File: config.mk
export PLATFORM = sky130hd
export DESIGN_NAME = char_lcd_cursor_terminal
export DESIGN_NICKNAME = d
export VERILOG_FILES = /design/src/rtl/clct_pkg.sv /design/src/rtl/clct_ctrl.sv /design/src/rtl/clct_datapath.sv /design/src/rtl/char_lcd_cursor_terminal.sv
export SDC_FILE = /design/constraint.sdc
export NUM_CORES = 1
export LEC_CHECK = 0
export ABC_AREA = 1
export BUFFER_PORTS_ARGS = -buffer_cell sky130_fd_sc_hd__buf_2
export CAP_MARGIN = 20
export CORE_ASPECT_RATIO = 0.75
export CORE_MARGIN = 5
export CORE_UTILIZATION = 63
export DETAILED_ROUTE_END_ITERATION = 10
export PLACE_DENSITY = 0.84
export SYNTH_ARGS = -nofsm -noshare
export SYNTH_HDL_FRONTEND = slang
export SYNTH_SLANG_ARGS = --single-unit
File: constraint.sdc
create_clock -name clk -period 6.7 [get_ports clk]
set_input_delay 0.67 -clock clk [delete_from_list [all_inputs] [get_ports clk]]
set_output_delay 0.67 -clock clk [all_outputs]
set_load 0.005 [all_outputs]
File: src/rtl/clct_pkg.sv
`timescale 1ns / 1ps
// ----------------------------------------------------------------------------
// clct_pkg
// Shared types and constants for the character-LCD cursor terminal.
// ----------------------------------------------------------------------------
package clct_pkg;

    // Input function codes
    localparam logic [1:0] FUNC_PUT   = 2'd0;
    localparam logic [1:0] FUNC_MOVE  = 2'd1;
    localparam logic [1:0] FUNC_CLEAR = 2'd2;

    // Special characters and LCD bytes
    localparam logic [7:0] CHAR_NL      = 8'h0A;
    localparam logic [7:0] CHAR_TAB     = 8'h09;
    localparam logic [7:0] CHAR_SPACE   = 8'h20;
    localparam logic [7:0] CMD_CLEAR    = 8'h01;
    localparam logic [7:0] CMD_SET_ADDR = 8'h80;
    localparam logic [7:0] ADDR_ROW_ODD = 8'h40;

    // Configuration register indexes
    localparam logic [1:0] CFG_ROW_COUNT    = 2'd0;
    localparam logic [1:0] CFG_COLUMN_COUNT = 2'd1;
    localparam logic [1:0] CFG_ROW_BREAK    = 2'd2;
    localparam logic [1:0] CFG_LINE_END     = 2'd3;

    // Configuration reset values
    localparam logic [2:0] ROW_COUNT_RST    = 3'd2;
    localparam logic [5:0] COLUMN_COUNT_RST = 6'd16;
    localparam logic [5:0] ROW_BREAK_RST    = 6'd16;
    localparam logic [5:0] LINE_END_RST     = 6'd16;

    // Tab expansion
    localparam int TAB_SPACING = 4;
    localparam int TAB_CNT_W   = $clog2(TAB_SPACING + 1);
    localparam logic [TAB_CNT_W-1:0] TAB_LAST = TAB_CNT_W'(TAB_SPACING - 1);

    // Remainder unit: one quotient bit per cycle over a 6-bit column
    localparam logic [2:0] DIV_STEPS = 3'd6;

    // Move operand load selection
    localparam logic [1:0] LD_NONE = 2'd0;
    localparam logic [1:0] LD_TGT  = 2'd1;
    localparam logic [1:0] LD_NL   = 2'd2;
    localparam logic [1:0] LD_CUR  = 2'd3;

    typedef struct packed {
        logic       latch_in;
        logic [1:0] load_op;
        logic       emit_print;
        logic       emit_move;
        logic       emit_clear;
        logic       last;
    } dp_cmd_t;

    typedef struct packed {
        logic       out_free;
        logic       div_busy;
        logic [1:0] func;
        logic       is_nl;
        logic       is_tab;
        logic       wrap;
        logic       split;
        logic       tab_end;
    } dp_status_t;

endpackage

File: src/rtl/clct_ctrl.sv
`timescale 1ns / 1ps
// ----------------------------------------------------------------------------
// clct_ctrl
// Sequencer: decodes each input word and steps through the data, newline,
// set-address and clear writes it causes.
// ----------------------------------------------------------------------------
module clct_ctrl
(
    input  logic                  clk,
    input  logic                  rst_n,
    input  logic                  in_valid,
    output logic                  in_ready,
    input  clct_pkg::dp_status_t  status,
    output clct_pkg::dp_cmd_t     cmd
);
    import clct_pkg::*;

    localparam logic [2:0] S_IDLE  = 3'd0;
    localparam logic [2:0] S_PRINT = 3'd1;
    localparam logic [2:0] S_LOAD  = 3'd2;
    localparam logic [2:0] S_MOVE  = 3'd3;
    localparam logic [2:0] S_CLR   = 3'd4;

    logic [2:0]           state_reg, state_next;
    logic                 nl_pend_reg, nl_pend_next;
    logic                 split_pend_reg, split_pend_next;
    logic                 tab_more_reg, tab_more_next;
    logic                 tab_reg, tab_next;
    logic [TAB_CNT_W-1:0] tab_cnt_reg, tab_cnt_next;
    logic                 tab_go;

    assign in_ready = (state_reg == S_IDLE);

    // Another space follows when no wrap happened and the stop is not reached
    assign tab_go = tab_reg && !status.wrap && !status.tab_end && (tab_cnt_reg != TAB_LAST);

    // Next-state logic
    always_comb
    begin
        state_next      = state_reg;
        nl_pend_next    = nl_pend_reg;
        split_pend_next = split_pend_reg;
        tab_more_next   = tab_more_reg;
        tab_next        = tab_reg;
        tab_cnt_next    = tab_cnt_reg;
        cmd             = '0;
        case (state_reg)
            S_IDLE:
            begin
                if (in_valid)
                begin
                    cmd.latch_in    = 1'b1;
                    nl_pend_next    = 1'b0;
                    split_pend_next = 1'b0;
                    tab_more_next   = 1'b0;
                    tab_cnt_next    = '0;
                    tab_next        = status.is_tab;
                    case (status.func)
                        FUNC_PUT:
                        begin
                            if (status.is_nl)
                            begin
                                cmd.load_op = LD_NL;
                                tab_next    = 1'b0;
                                state_next  = S_MOVE;
                            end
                            else
                            begin
                                state_next = S_PRINT;
                            end
                        end
                        FUNC_MOVE:
                        begin
                            cmd.load_op = LD_TGT;
                            tab_next    = 1'b0;
                            state_next  = S_MOVE;
                        end
                        FUNC_CLEAR:
                        begin
                            tab_next   = 1'b0;
                            state_next = S_CLR;
                        end
                        default:
                        begin
                            tab_next   = 1'b0;
                            state_next = S_IDLE;
                        end
                    endcase
                end
            end
            S_PRINT:
            begin
                if (status.out_free)
                begin
                    cmd.emit_print  = 1'b1;
                    cmd.last        = !(status.wrap || status.split || tab_go);
                    nl_pend_next    = status.wrap;
                    split_pend_next = status.split;
                    tab_more_next   = tab_go;
                    tab_cnt_next    = tab_cnt_reg + 1'b1;
                    if (status.wrap || status.split)
                        state_next = S_LOAD;
                    else if (tab_go)
                        state_next = S_PRINT;
                    else
                        state_next = S_IDLE;
                end
            end
            S_LOAD:
            begin
                // Newline move goes first, then the split-layout re-move
                if (nl_pend_reg)
                begin
                    cmd.load_op  = LD_NL;
                    nl_pend_next = 1'b0;
                end
                else
                begin
                    cmd.load_op     = LD_CUR;
                    split_pend_next = 1'b0;
                end
                state_next = S_MOVE;
            end
            S_MOVE:
            begin
                if (!status.div_busy && status.out_free)
                begin
                    cmd.emit_move = 1'b1;
                    cmd.last      = !(split_pend_reg || tab_more_reg);
                    if (split_pend_reg)
                        state_next = S_LOAD;
                    else if (tab_more_reg)
                        state_next = S_PRINT;
                    else
                        state_next = S_IDLE;
                end
            end
            S_CLR:
            begin
                if (status.out_free)
                begin
                    cmd.emit_clear = 1'b1;
                    cmd.last       = 1'b1;
                    state_next     = S_IDLE;
                end
            end
            default:
            begin
                state_next = S_IDLE;
            end
        endcase
    end

    // State registers
    always_ff @(posedge clk or negedge rst_n)
    begin
        if (!rst_n)
        begin
            state_reg      <= S_IDLE;
            nl_pend_reg    <= 1'b0;
            split_pend_reg <= 1'b0;
            tab_more_reg   <= 1'b0;
            tab_reg        <= 1'b0;
            tab_cnt_reg    <= '0;
        end
        else
        begin
            state_reg      <= state_next;
            nl_pend_reg    <= nl_pend_next;
            split_pend_reg <= split_pend_next;
            tab_more_reg   <= tab_more_next;
            tab_reg        <= tab_next;
            tab_cnt_reg    <= tab_cnt_next;
        end
    end

endmodule

File: src/rtl/clct_datapath.sv
`timescale 1ns / 1ps
// ----------------------------------------------------------------------------
// clct_datapath
// Configuration and cursor registers, serial remainder unit, address
// formation and the output word register.
// ----------------------------------------------------------------------------
module clct_datapath
(
    input  logic                  clk,
    input  logic                  rst_n,
    input  logic                  cfg_valid,
    input  logic [1:0]            cfg_index,
    input  logic [7:0]            cfg_data,
    input  logic [1:0]            func,
    input  logic [7:0]            char_code,
    input  logic [1:0]            target_row,
    input  logic [5:0]            target_col,
    input  logic                  out_ready,
    output logic                  out_valid,
    output logic                  is_data,
    output logic [7:0]            bus_byte,
    output logic                  last,
    input  clct_pkg::dp_cmd_t     cmd,
    output clct_pkg::dp_status_t  status
);
    import clct_pkg::*;

    logic [2:0] row_count_reg;
    logic [5:0] column_count_reg;
    logic [5:0] row_break_reg;
    logic [5:0] line_end_reg;

    logic [1:0] cursor_row_reg, cursor_row_next;
    logic [5:0] cursor_col_reg, cursor_col_next;
    logic [7:0] char_reg;
    logic       tab_char_reg;
    logic [1:0] mrow_reg;
    logic [5:0] mcol_reg;
    logic [2:0] div_cnt_reg;
    logic [5:0] rem_reg;

    logic       out_valid_reg, out_valid_next;
    logic       is_data_reg;
    logic [7:0] bus_byte_reg;
    logic       last_reg;

    logic       split;
    logic       four_row;
    logic [5:0] divisor;
    logic [6:0] trial;
    logic [2:0] bit_idx;
    logic [5:0] new_col;
    logic [2:0] row_inc;
    logic [1:0] nl_row;
    logic [7:0] addr;
    logic [7:0] print_byte;

    assign split    = (row_break_reg > line_end_reg);
    assign four_row = (row_count_reg == 3'd4);
    assign divisor  = split ? line_end_reg : row_break_reg;

    // Configuration writes
    always_ff @(posedge clk or negedge rst_n)
    begin
        if (!rst_n)
        begin
            row_count_reg    <= ROW_COUNT_RST;
            column_count_reg <= COLUMN_COUNT_RST;
            row_break_reg    <= ROW_BREAK_RST;
            line_end_reg     <= LINE_END_RST;
        end
        else if (cfg_valid)
        begin
            case (cfg_index)
                CFG_ROW_COUNT:    row_count_reg    <= cfg_data[2:0];
                CFG_COLUMN_COUNT: column_count_reg <= cfg_data[5:0];
                CFG_ROW_BREAK:    row_break_reg    <= cfg_data[5:0];
                CFG_LINE_END:     line_end_reg     <= cfg_data[5:0];
                default:          ;
            endcase
        end
    end

    // Print advance and newline row
    assign new_col = cursor_col_reg + 6'd1;
    assign row_inc = {1'b0, cursor_row_reg} + 3'd1;
    assign nl_row  = (row_inc >= row_count_reg) ? 2'd0 : row_inc[1:0];

    // Hold the character of the accepted word
    always_ff @(posedge clk)
    begin
        if (cmd.latch_in)
        begin
            char_reg     <= char_code;
            tab_char_reg <= (char_code == CHAR_TAB);
        end
    end

    // Load move operands
    always_ff @(posedge clk)
    begin
        case (cmd.load_op)
            LD_TGT:
            begin
                mrow_reg <= target_row;
                mcol_reg <= target_col;
            end
            LD_NL:
            begin
                mrow_reg <= nl_row;
                mcol_reg <= 6'd0;
            end
            LD_CUR:
            begin
                mrow_reg <= cursor_row_reg;
                mcol_reg <= cursor_col_reg;
            end
            default: ;
        endcase
    end

    // Restoring remainder, one column bit per cycle; a zero divisor leaves the column
    assign bit_idx = div_cnt_reg - 3'd1;
    assign trial   = {rem_reg, mcol_reg[bit_idx]};

    always_ff @(posedge clk or negedge rst_n)
    begin
        if (!rst_n)
            div_cnt_reg <= 3'd0;
        else if (cmd.load_op != LD_NONE)
            div_cnt_reg <= DIV_STEPS;
        else if (div_cnt_reg != 3'd0)
            div_cnt_reg <= div_cnt_reg - 3'd1;
    end

    always_ff @(posedge clk)
    begin
        if (cmd.load_op != LD_NONE)
            rem_reg <= 6'd0;
        else if (div_cnt_reg != 3'd0)
        begin
            if (trial >= {1'b0, divisor})
                rem_reg <= 6'(trial - {1'b0, divisor});
            else
                rem_reg <= trial[5:0];
        end
    end

    // Form the DDRAM address for the layout in force
    always_comb
    begin
        addr = 8'd0;
        if (split)
        begin
            if ((line_end_reg != 6'd0) && (mcol_reg >= line_end_reg))
                addr = ADDR_ROW_ODD;
            addr = addr | {2'b00, rem_reg};
        end
        else if (four_row)
        begin
            if (mrow_reg[0])
                addr = ADDR_ROW_ODD;
            if (mrow_reg[1])
                addr = addr + {2'b00, row_break_reg};
            addr = addr + {2'b00, rem_reg};
        end
        else
        begin
            if (mrow_reg != 2'd0)
                addr = ADDR_ROW_ODD;
            addr = addr | {2'b00, mcol_reg};
        end
    end

    assign print_byte = tab_char_reg ? CHAR_SPACE : char_reg;

    // Cursor update
    always_comb
    begin
        cursor_row_next = cursor_row_reg;
        cursor_col_next = cursor_col_reg;
        if (cmd.emit_print)
            cursor_col_next = new_col;
        else if (cmd.emit_move)
        begin
            cursor_row_next = mrow_reg;
            cursor_col_next = mcol_reg;
        end
        else if (cmd.emit_clear)
        begin
            cursor_row_next = 2'd0;
            cursor_col_next = 6'd0;
        end
    end

    always_ff @(posedge clk or negedge rst_n)
    begin
        if (!rst_n)
        begin
            cursor_row_reg <= 2'd0;
            cursor_col_reg <= 6'd0;
        end
        else
        begin
            cursor_row_reg <= cursor_row_next;
            cursor_col_reg <= cursor_col_next;
        end
    end

    // Output word register
    always_comb
    begin
        out_valid_next = out_valid_reg;
        if (cmd.emit_print || cmd.emit_move || cmd.emit_clear)
            out_valid_next = 1'b1;
        else if (out_ready)
            out_valid_next = 1'b0;
    end

    always_ff @(posedge clk or negedge rst_n)
    begin
        if (!rst_n)
            out_valid_reg <= 1'b0;
        else
            out_valid_reg <= out_valid_next;
    end

    always_ff @(posedge clk)
    begin
        if (cmd.emit_print)
        begin
            is_data_reg  <= 1'b1;
            bus_byte_reg <= print_byte;
            last_reg     <= cmd.last;
        end
        else if (cmd.emit_move)
        begin
            is_data_reg  <= 1'b0;
            bus_byte_reg <= addr | CMD_SET_ADDR;
            last_reg     <= cmd.last;
        end
        else if (cmd.emit_clear)
        begin
            is_data_reg  <= 1'b0;
            bus_byte_reg <= CMD_CLEAR;
            last_reg     <= cmd.last;
        end
    end

    assign out_valid = out_valid_reg;
    assign is_data   = is_data_reg;
    assign bus_byte  = bus_byte_reg;
    assign last      = last_reg;

    // Status to the sequencer
    assign status.out_free = !out_valid_reg || out_ready;
    assign status.div_busy = (div_cnt_reg != 3'd0);
    assign status.func     = func;
    assign status.is_nl    = (char_code == CHAR_NL);
    assign status.is_tab   = (char_code == CHAR_TAB);
    assign status.wrap     = (new_col >= column_count_reg);
    assign status.split    = split;
    assign status.tab_end  = ((new_col % TAB_SPACING) == 0);

endmodule

File: src/rtl/char_lcd_cursor_terminal.sv
`timescale 1ns / 1ps
// Order: the word is latched in IDLE; a data write enters the output register from S_PRINT
// once the output is free; a set-address write from S_MOVE once the six-step remainder unit
// is done. Throughput: one input word in IDLE only, so a new word waits until every write of
// the last one is emitted; wraps, split layouts and tab spaces add writes, output stalls
// hold the sequencer. Reset: asynchronous active-low rst_n clears the cursor to row 0
// column 0, loads 2 rows, 16 columns, break 16, line end 16, empties output.
// ----------------------------------------------------------------------------
// char_lcd_cursor_terminal
// Character-LCD front end: turns put, move and clear words into LCD byte writes.
// ----------------------------------------------------------------------------
module char_lcd_cursor_terminal
(
    input  logic       clk,
    input  logic       rst_n,
    input  logic       in_valid,
    output logic       in_ready,
    input  logic [1:0] func,
    input  logic [7:0] char_code,
    input  logic [1:0] target_row,
    input  logic [5:0] target_col,
    output logic       out_valid,
    input  logic       out_ready,
    output logic       is_data,
    output logic [7:0] bus_byte,
    output logic       last,
    input  logic       cfg_valid,
    output logic       cfg_ready,
    input  logic [1:0] cfg_index,
    input  logic [7:0] cfg_data
);
    import clct_pkg::*;

    dp_cmd_t    cmd;
    dp_status_t status;

    // Configuration is always taken
    assign cfg_ready = 1'b1;

    clct_ctrl u_ctrl
    (
        .clk      (clk),
        .rst_n    (rst_n),
        .in_valid (in_valid),
        .in_ready (in_ready),
        .status   (status),
        .cmd      (cmd)
    );

    clct_datapath u_datapath
    (
        .clk        (clk),
        .rst_n      (rst_n),
        .cfg_valid  (cfg_valid),
        .cfg_index  (cfg_index),
        .cfg_data   (cfg_data),
        .func       (func),
        .char_code  (char_code),
        .target_row (target_row),
        .target_col (target_col),
        .out_ready  (out_ready),
        .out_valid  (out_valid),
        .is_data    (is_data),
        .bus_byte   (bus_byte),
        .last       (last),
        .cmd        (cmd),
        .status     (status)
    );

endmodule
# ---- Word-level counts from Yosys, hierarchy flattened
# Index checks and enable logic that the tools add are counted.
dict set report word_totals {
  word_cells 178
  ff_bits 76
}
dict set report op_classes {
  n_bitwise 3
  muxes 77
  n_reduce_logical 42
  addsub 7
  n_lt_le_gt_ge 6
  n_eq_ne 21
}
# operator count
set ops {}
lappend ops {{two-way mux 7 bit} 13}
lappend ops {{logical NOT 32 bit} 1}
lappend ops {{two-way mux 8 bit} 4}
lappend ops {{two-way mux 6 bit} 5}
lappend ops {{two-way mux 3 bit} 9}
lappend ops {{two-way mux 1 bit} 26}
lappend ops {{one-hot mux 6 bit (3 select lines)} 1}
lappend ops {{equality test 8 x 4 -> 1 bit (second input constant)} 2}
lappend ops {{two-way mux 2 bit} 8}
lappend ops {{one-hot mux 3 bit (5 select lines)} 1}
lappend ops {{adder 7 x 6 -> 7 bit} 2}
lappend ops {{OR 7 x 6 -> 7 bit} 2}
lappend ops {{>= comparator 6 bit} 2}
lappend ops {{AND reduction 2 bit} 6}
lappend ops {{nonzero test 2 bit} 6}
lappend ops {{nonzero test 3 bit} 4}
lappend ops {{equality test 2 bit (second input constant)} 5}
lappend ops {{one-hot mux 1 bit (3 select lines)} 3}
lappend ops {{one-hot mux 3 bit (3 select lines)} 1}
lappend ops {{one-hot mux 2 bit (2 select lines)} 2}
lappend ops {{AND reduction 4 bit} 2}
lappend ops {{>= comparator 7 x 6 -> 1 bit} 1}
lappend ops {{adder 6 x 1 -> 6 bit (second input constant)} 1}
lappend ops {{equality test 2 x 1 -> 1 bit (second input constant)} 3}
lappend ops {{other kinds (25)} 46}

# ---- Longest topological paths before layout
dict set report depth {
  word_depth 13
  depth_mapped 23
}

# ---- Hierarchy
# A second synthesis with hierarchy kept.
dict set report unflattened {
  cells_unflattened 660
  area_unflattened_um2 5016.1
}
# module instances seq_area_each_um2 cells_per_inst area_each_um2
set modules_own_cells {}
lappend modules_own_cells {clct_datapath 1 1751.7 541 4225.3}
lappend modules_own_cells {clct_ctrl 1 250.2 117 779.5}
lappend modules_own_cells {char_lcd_cursor_terminal 1 0.0 2 11.3}

# ---- Worst setup path after synthesis
# Ideal clock, no wire load.
dict set report synth_path {
  path_type {reg-to-reg}
  start {register u_datapath.line_end_reg[4]}
  end {register u_datapath.rem_reg[1]}
  slack_ns 3.762
  path_stages_with_launch 19
  n_path_buf 1
  arrival_time_ns 2.815
  period_less_slack_ns 2.938
  path_cell_list {dfstp_2 -> inv_1 -> ha_1 -> nand2_1 -> nor2_1 -> nand3_1 -> nand2_1 -> inv_1 -> buf_2 -> o21ai_0 -> ha_1 -> nand2_1 -> inv_1 -> nand2_1 -> nand2_1 -> nand2_1 -> nand3_1 -> o21ai_0 -> a21oi_2}
}
dict set report synth_between {
  elab_chain_cells 4
  word_cells_on_any_way 5
}
# element line_no
set synth_lines {}
lappend synth_lines {{start: declaration} clct_datapath.sv:31} ;# logic [5:0] line_end_reg;
lappend synth_lines {{start signal: assignment} clct_datapath.sv:78} ;# CFG_LINE_END: line_end_reg <= cfg_data[5:0];
lappend synth_lines {{> comparator 6 bit} clct_datapath.sv:58} ;# assign split = (row_break_reg > line_end_reg);
lappend synth_lines {{two-way mux 6 bit (*)} clct_datapath.sv:60} ;# assign divisor = split ? line_end_reg : row_break_reg;
lappend synth_lines {{subtractor 6 bit / >= comparator 7 x 6 -> 1 bit (equally long branches)} {clct_datapath.sv:143, clct_datapath.sv:142}}
lappend synth_lines {{two-way mux 6 bit (*)} clct_datapath.sv:142} ;# if (trial >= {1'b0, divisor})
lappend synth_lines {{end signal: assignment} clct_datapath.sv:143} ;# rem_reg <= 6'(trial - {1'b0, divisor});
lappend synth_lines {{end signal: assignment} clct_datapath.sv:145} ;# rem_reg <= trial[5:0];
lappend synth_lines {{end: declaration} clct_datapath.sv:40} ;# logic [5:0] rem_reg;
# Every way passes the cells marked *; elsewhere a longest branch is shown, timed or not.
# A chain may end at the register's enable or synchronous reset.

# ---- Worst setup path in the final report
# Ends and elaborated chain as after synthesis.

==> flow_summary.toml <==
[routing]
drt-vias-per-instance = 5.58
remaining_number_of_nets_flagged_by_the_antenna_check_after_routing = 0
finalWirelength_um = 11800
detail_route.drc_violations = 0
total_number_of_vias = 4495
drt-wirelength-per-cell_um = 14.7
drt_iter0_drc = 396
drt_pass1_iterations = 6

[synthesis]
yosysUniqueCellTypes = 40
synthesis.nets = 726
synth-seq-area-share_pct = 40.4
asyncSetResetFlopFracSynth_pct = 56.6
biggest_area_contributors_in_the_synthesized_netlist = "sky130_fd_sc_hd__dfrtp_1, sky130_fd_sc_hd__edfxtp_1, sky130_fd_sc_hd__nand2_1, sky130_fd_sc_hd__ha_1, sky130_fd_sc_hd__inv_1"
synthDominantAreaCellType = "sky130_fd_sc_hd__dfrtp_1"
syn_avg_cell_area_sq_um = 7.61
ys_dominant_reg_cell = "sky130_fd_sc_hd__dfrtp_1"
syn-instance-count = 652
yosys_register_bits = 76
synth.cell_area_sq_mm = 0.00496
yosys_warnings = 0
edff_count_synth = 26
synth_top_area_share_pct = 19.7

[clock_network]
cts.root.buffer_cell = "sky130_fd_sc_hd__clkbuf_8"
hold_buffer_count_at_cts = 0
max_root_sink_buffers = 2
reg_clk_slew_reported_paths_ns = 0.09
cts_made_buffers = 9
post_cts_repair_resize_count = 0
clock_sink_count = 76
cts_tree = "yes"
clock_tree.htree_level_count = 3
insertion_delay_ns = 0.36
post_cts.repair.setup_buffers = 0

[hold_path]
min-delay-path-class = "input pin to async pin"

[global_routing]
grt_antenna_before_repair = 0
grt_overflow_total = 0
grt_max_degree = 44
grt.total_usage_pct = 25.3
grt_pass1_wl_um = 19800
first_global_vias = 4181

[setup_path]
r2r_slack_ns = 2.79
crit_fanout = 16
startpoint_type = "register"
worstSetupPathType = "register to register"
cp-end-kind = "register"
crit_required_ns = 6.94
cp_data_arrival_time_ns = 4.16
rr_worst_depth = 17
timing.rr.start = "u_datapath.line_end_reg[4]"
r2r_end = "u_datapath.rem_reg[1]"

[timing]
skew_ns = 0.0123
maxClockFrequency_mhz = 256
timing.final.ws_setup_ns = 2.79
final-hold-violation-count = 0
summed_negative_setup_slack_over_all_endpoints_ns = 0
timing_max_transition_violations_final = 0
setup_viol = 0
period_share_pct = 58.4
worst_slew_pin_slew_ns = 0.961
grt_setup_unrepaired = "false"
worst_case_hold_slack_ns = 0.454
slew_headroom_pct = 35.9
final.min_clock_period_ns = 3.91

[finish]
antennaDiodeCount = 0
final_cell_area_sq_mm = 0.00545
finish.net_count = 770
layout-area-overhead-vs-synth_pct = 9.89
drive_gt1_share_pct = 12.8

[floorplan]
die_y_um = 86.8
start_util_pct = 63.8
placementRows = 28
io_pins = 46
die_width_um = 112
core_area_sq_mm = 0.00778
die_area_sq_mm = 0.00976

[placed_design]
place.gp.congestion = 0.924
dpl.hpwl_um = 9080
dpl_worst_slack_ns = 2.93
dpl_cell_area_sq_mm = 0.00525
port-buffer-count = 42

[status]
status = "completed"

[flow_run]
cap_violations = 0

[power]
power_density_over_cell_area_mw_per_mm2 = 444
static_leakage_power_nw = 2.87
total_power_draw_mw = 2.42
max-vdd-ir-drop_uv = 205
[metrics by stage]
stage / std cells / utilization, %
finish: 806 / 70.1
global route: 806 / 70.1
CTS: 806 / 70.1
detailed placement: 790 / 67.5
global placement: 790 / 67.5
floorplan: 652 / -
[how the worst max path moves through the flow]
stage | start | end | slack [ns] | cells after the start
6_report | u_datapath.line_end_reg[4] | u_datapath.rem_reg[1] | 2.79 | 17
4_1_cts | u_datapath.line_end_reg[4] | u_datapath.rem_reg[1] | 2.90 | 17
3_5_place_dp | u_datapath.line_end_reg[4] | u_datapath.rem_reg[1] | 2.93 | 17
2_1_floorplan | u_datapath.line_end_reg[4] | u_datapath.rem_reg[1] | 3.76 | 18
5_1_grt | u_datapath.line_end_reg[4] | u_datapath.rem_reg[2] | 2.47 | 18
3_3_place_gp | u_datapath.line_end_reg[4] | u_datapath.rem_reg[1] | 3.07 | 17
[area by class of cell]
class	count	area (sq um)
Timing Repair Buffer	42	210
Clock buffer	9	124
Clock inverter	7	73.8
Tap cell	105	131
Fill cell	648	2330
Inverter	113	427
Multi-Input combinational cell	454	2480
Sequential cell	76	2000
[critical path, stage by stage (launching register included)]
cell	delay, ns
sky130_fd_sc_hd__dfstp_2	0.56
sky130_fd_sc_hd__inv_1	0.08
sky130_fd_sc_hd__ha_1	0.28
sky130_fd_sc_hd__nand2_1	0.06
sky130_fd_sc_hd__nor2_1	0.14
sky130_fd_sc_hd__nand3_1	0.09
sky130_fd_sc_hd__nand2_1	0.47
sky130_fd_sc_hd__inv_1	0.40
sky130_fd_sc_hd__o21ai_0	0.42
sky130_fd_sc_hd__ha_1	0.34
sky130_fd_sc_hd__nand2_1	0.08
sky130_fd_sc_hd__inv_1	0.05
sky130_fd_sc_hd__nand2_1	0.05
sky130_fd_sc_hd__nand2_1	0.07
sky130_fd_sc_hd__nand2_1	0.08
sky130_fd_sc_hd__nand3_1	0.22
sky130_fd_sc_hd__o21ai_0	0.33
sky130_fd_sc_hd__a21oi_2	0.08
[power by group]
part	internal (mW)	total, mW	switching (mW)
clock	0.174	0.361	0.187
combinational	0.432	1.26	0.823
sequential	0.661	0.802	0.141
[synth_stat cells, types with 3 or more instances]
cell type and n:
sky130_fd_sc_hd__buf_2 3, sky130_fd_sc_hd__nand3_1 50, sky130_fd_sc_hd__clkbuf_1 4, sky130_fd_sc_hd__nand2_2 3, sky130_fd_sc_hd__dfxtp_1 7, sky130_fd_sc_hd__a21oi_1 14, sky130_fd_sc_hd__dfstp_2 4, sky130_fd_sc_hd__xor2_1 7
sky130_fd_sc_hd__nand3_2 4, sky130_fd_sc_hd__inv_1 104, sky130_fd_sc_hd__nand2_1 199, sky130_fd_sc_hd__dfrtp_1 39, sky130_fd_sc_hd__ha_1 39, sky130_fd_sc_hd__nor3_1 4, sky130_fd_sc_hd__nand4_1 12, sky130_fd_sc_hd__nor2_1 34
sky130_fd_sc_hd__edfxtp_1 26, sky130_fd_sc_hd__o21ai_0 54, sky130_fd_sc_hd__inv_2 7, sky130_fd_sc_hd__nor2_4 7, sky130_fd_sc_hd__o211ai_1 5
[metal layers]
metal  up-vias  part of all wire, %  track usage (%)
met5         -                    0                0
met2       208                   45             39.4
met1      2080                   45             36.0
met3        21                  9.1             5.44
met4         0                  1.6             7.42
li1       2186                    -                -
[placed cells by master (no fill, tap or decap), types with 2 or more instances in the layout]
cell type	n
sky130_fd_sc_hd__nor3_1	4
sky130_fd_sc_hd__nand4_1	12
sky130_fd_sc_hd__inv_6	2
sky130_fd_sc_hd__nor2_2	2
sky130_fd_sc_hd__xor2_1	7
sky130_fd_sc_hd__clkbuf_8	9
sky130_fd_sc_hd__o21ai_0	54
sky130_fd_sc_hd__clkinv_2	2
sky130_fd_sc_hd__o211ai_1	5
sky130_fd_sc_hd__a21oi_1	14
sky130_fd_sc_hd__edfxtp_1	26
sky130_fd_sc_hd__nor2_4	7
sky130_fd_sc_hd__o22ai_1	2
sky130_fd_sc_hd__nor2_1	34
sky130_fd_sc_hd__nand2_1	199
sky130_fd_sc_hd__buf_2	42
sky130_fd_sc_hd__dfrtp_1	39
sky130_fd_sc_hd__fa_1	2
sky130_fd_sc_hd__nand3b_1	2
sky130_fd_sc_hd__nand2_2	3
sky130_fd_sc_hd__inv_2	7
sky130_fd_sc_hd__dfxtp_1	7
sky130_fd_sc_hd__nand3_1	50
sky130_fd_sc_hd__nand3_2	4
sky130_fd_sc_hd__inv_1	104
sky130_fd_sc_hd__a22o_1	2
sky130_fd_sc_hd__dfstp_2	4
sky130_fd_sc_hd__and2_1	2
sky130_fd_sc_hd__o21ai_1	2
sky130_fd_sc_hd__ha_1	39
[kinds of logic (layout without fill, tap and decap cells)]
group | count (synthesis) | after routing | synth area share (%)
buffers and inverters | 122 | 171 | 9.59
AO/OA/AOI/OAI | 83 | 83 | 9.21
other | 1 | 1 | 0.0756
AND/OR/NAND/NOR | 322 | 322 | 28.9
adder cells (fa/ha/maj) | 41 | 41 | 10.6
XOR/XNOR | 7 | 7 | 1.24
flip-flops | 76 | 76 | 40.4
No activity file was read; power rests on OpenSTA's default activity.
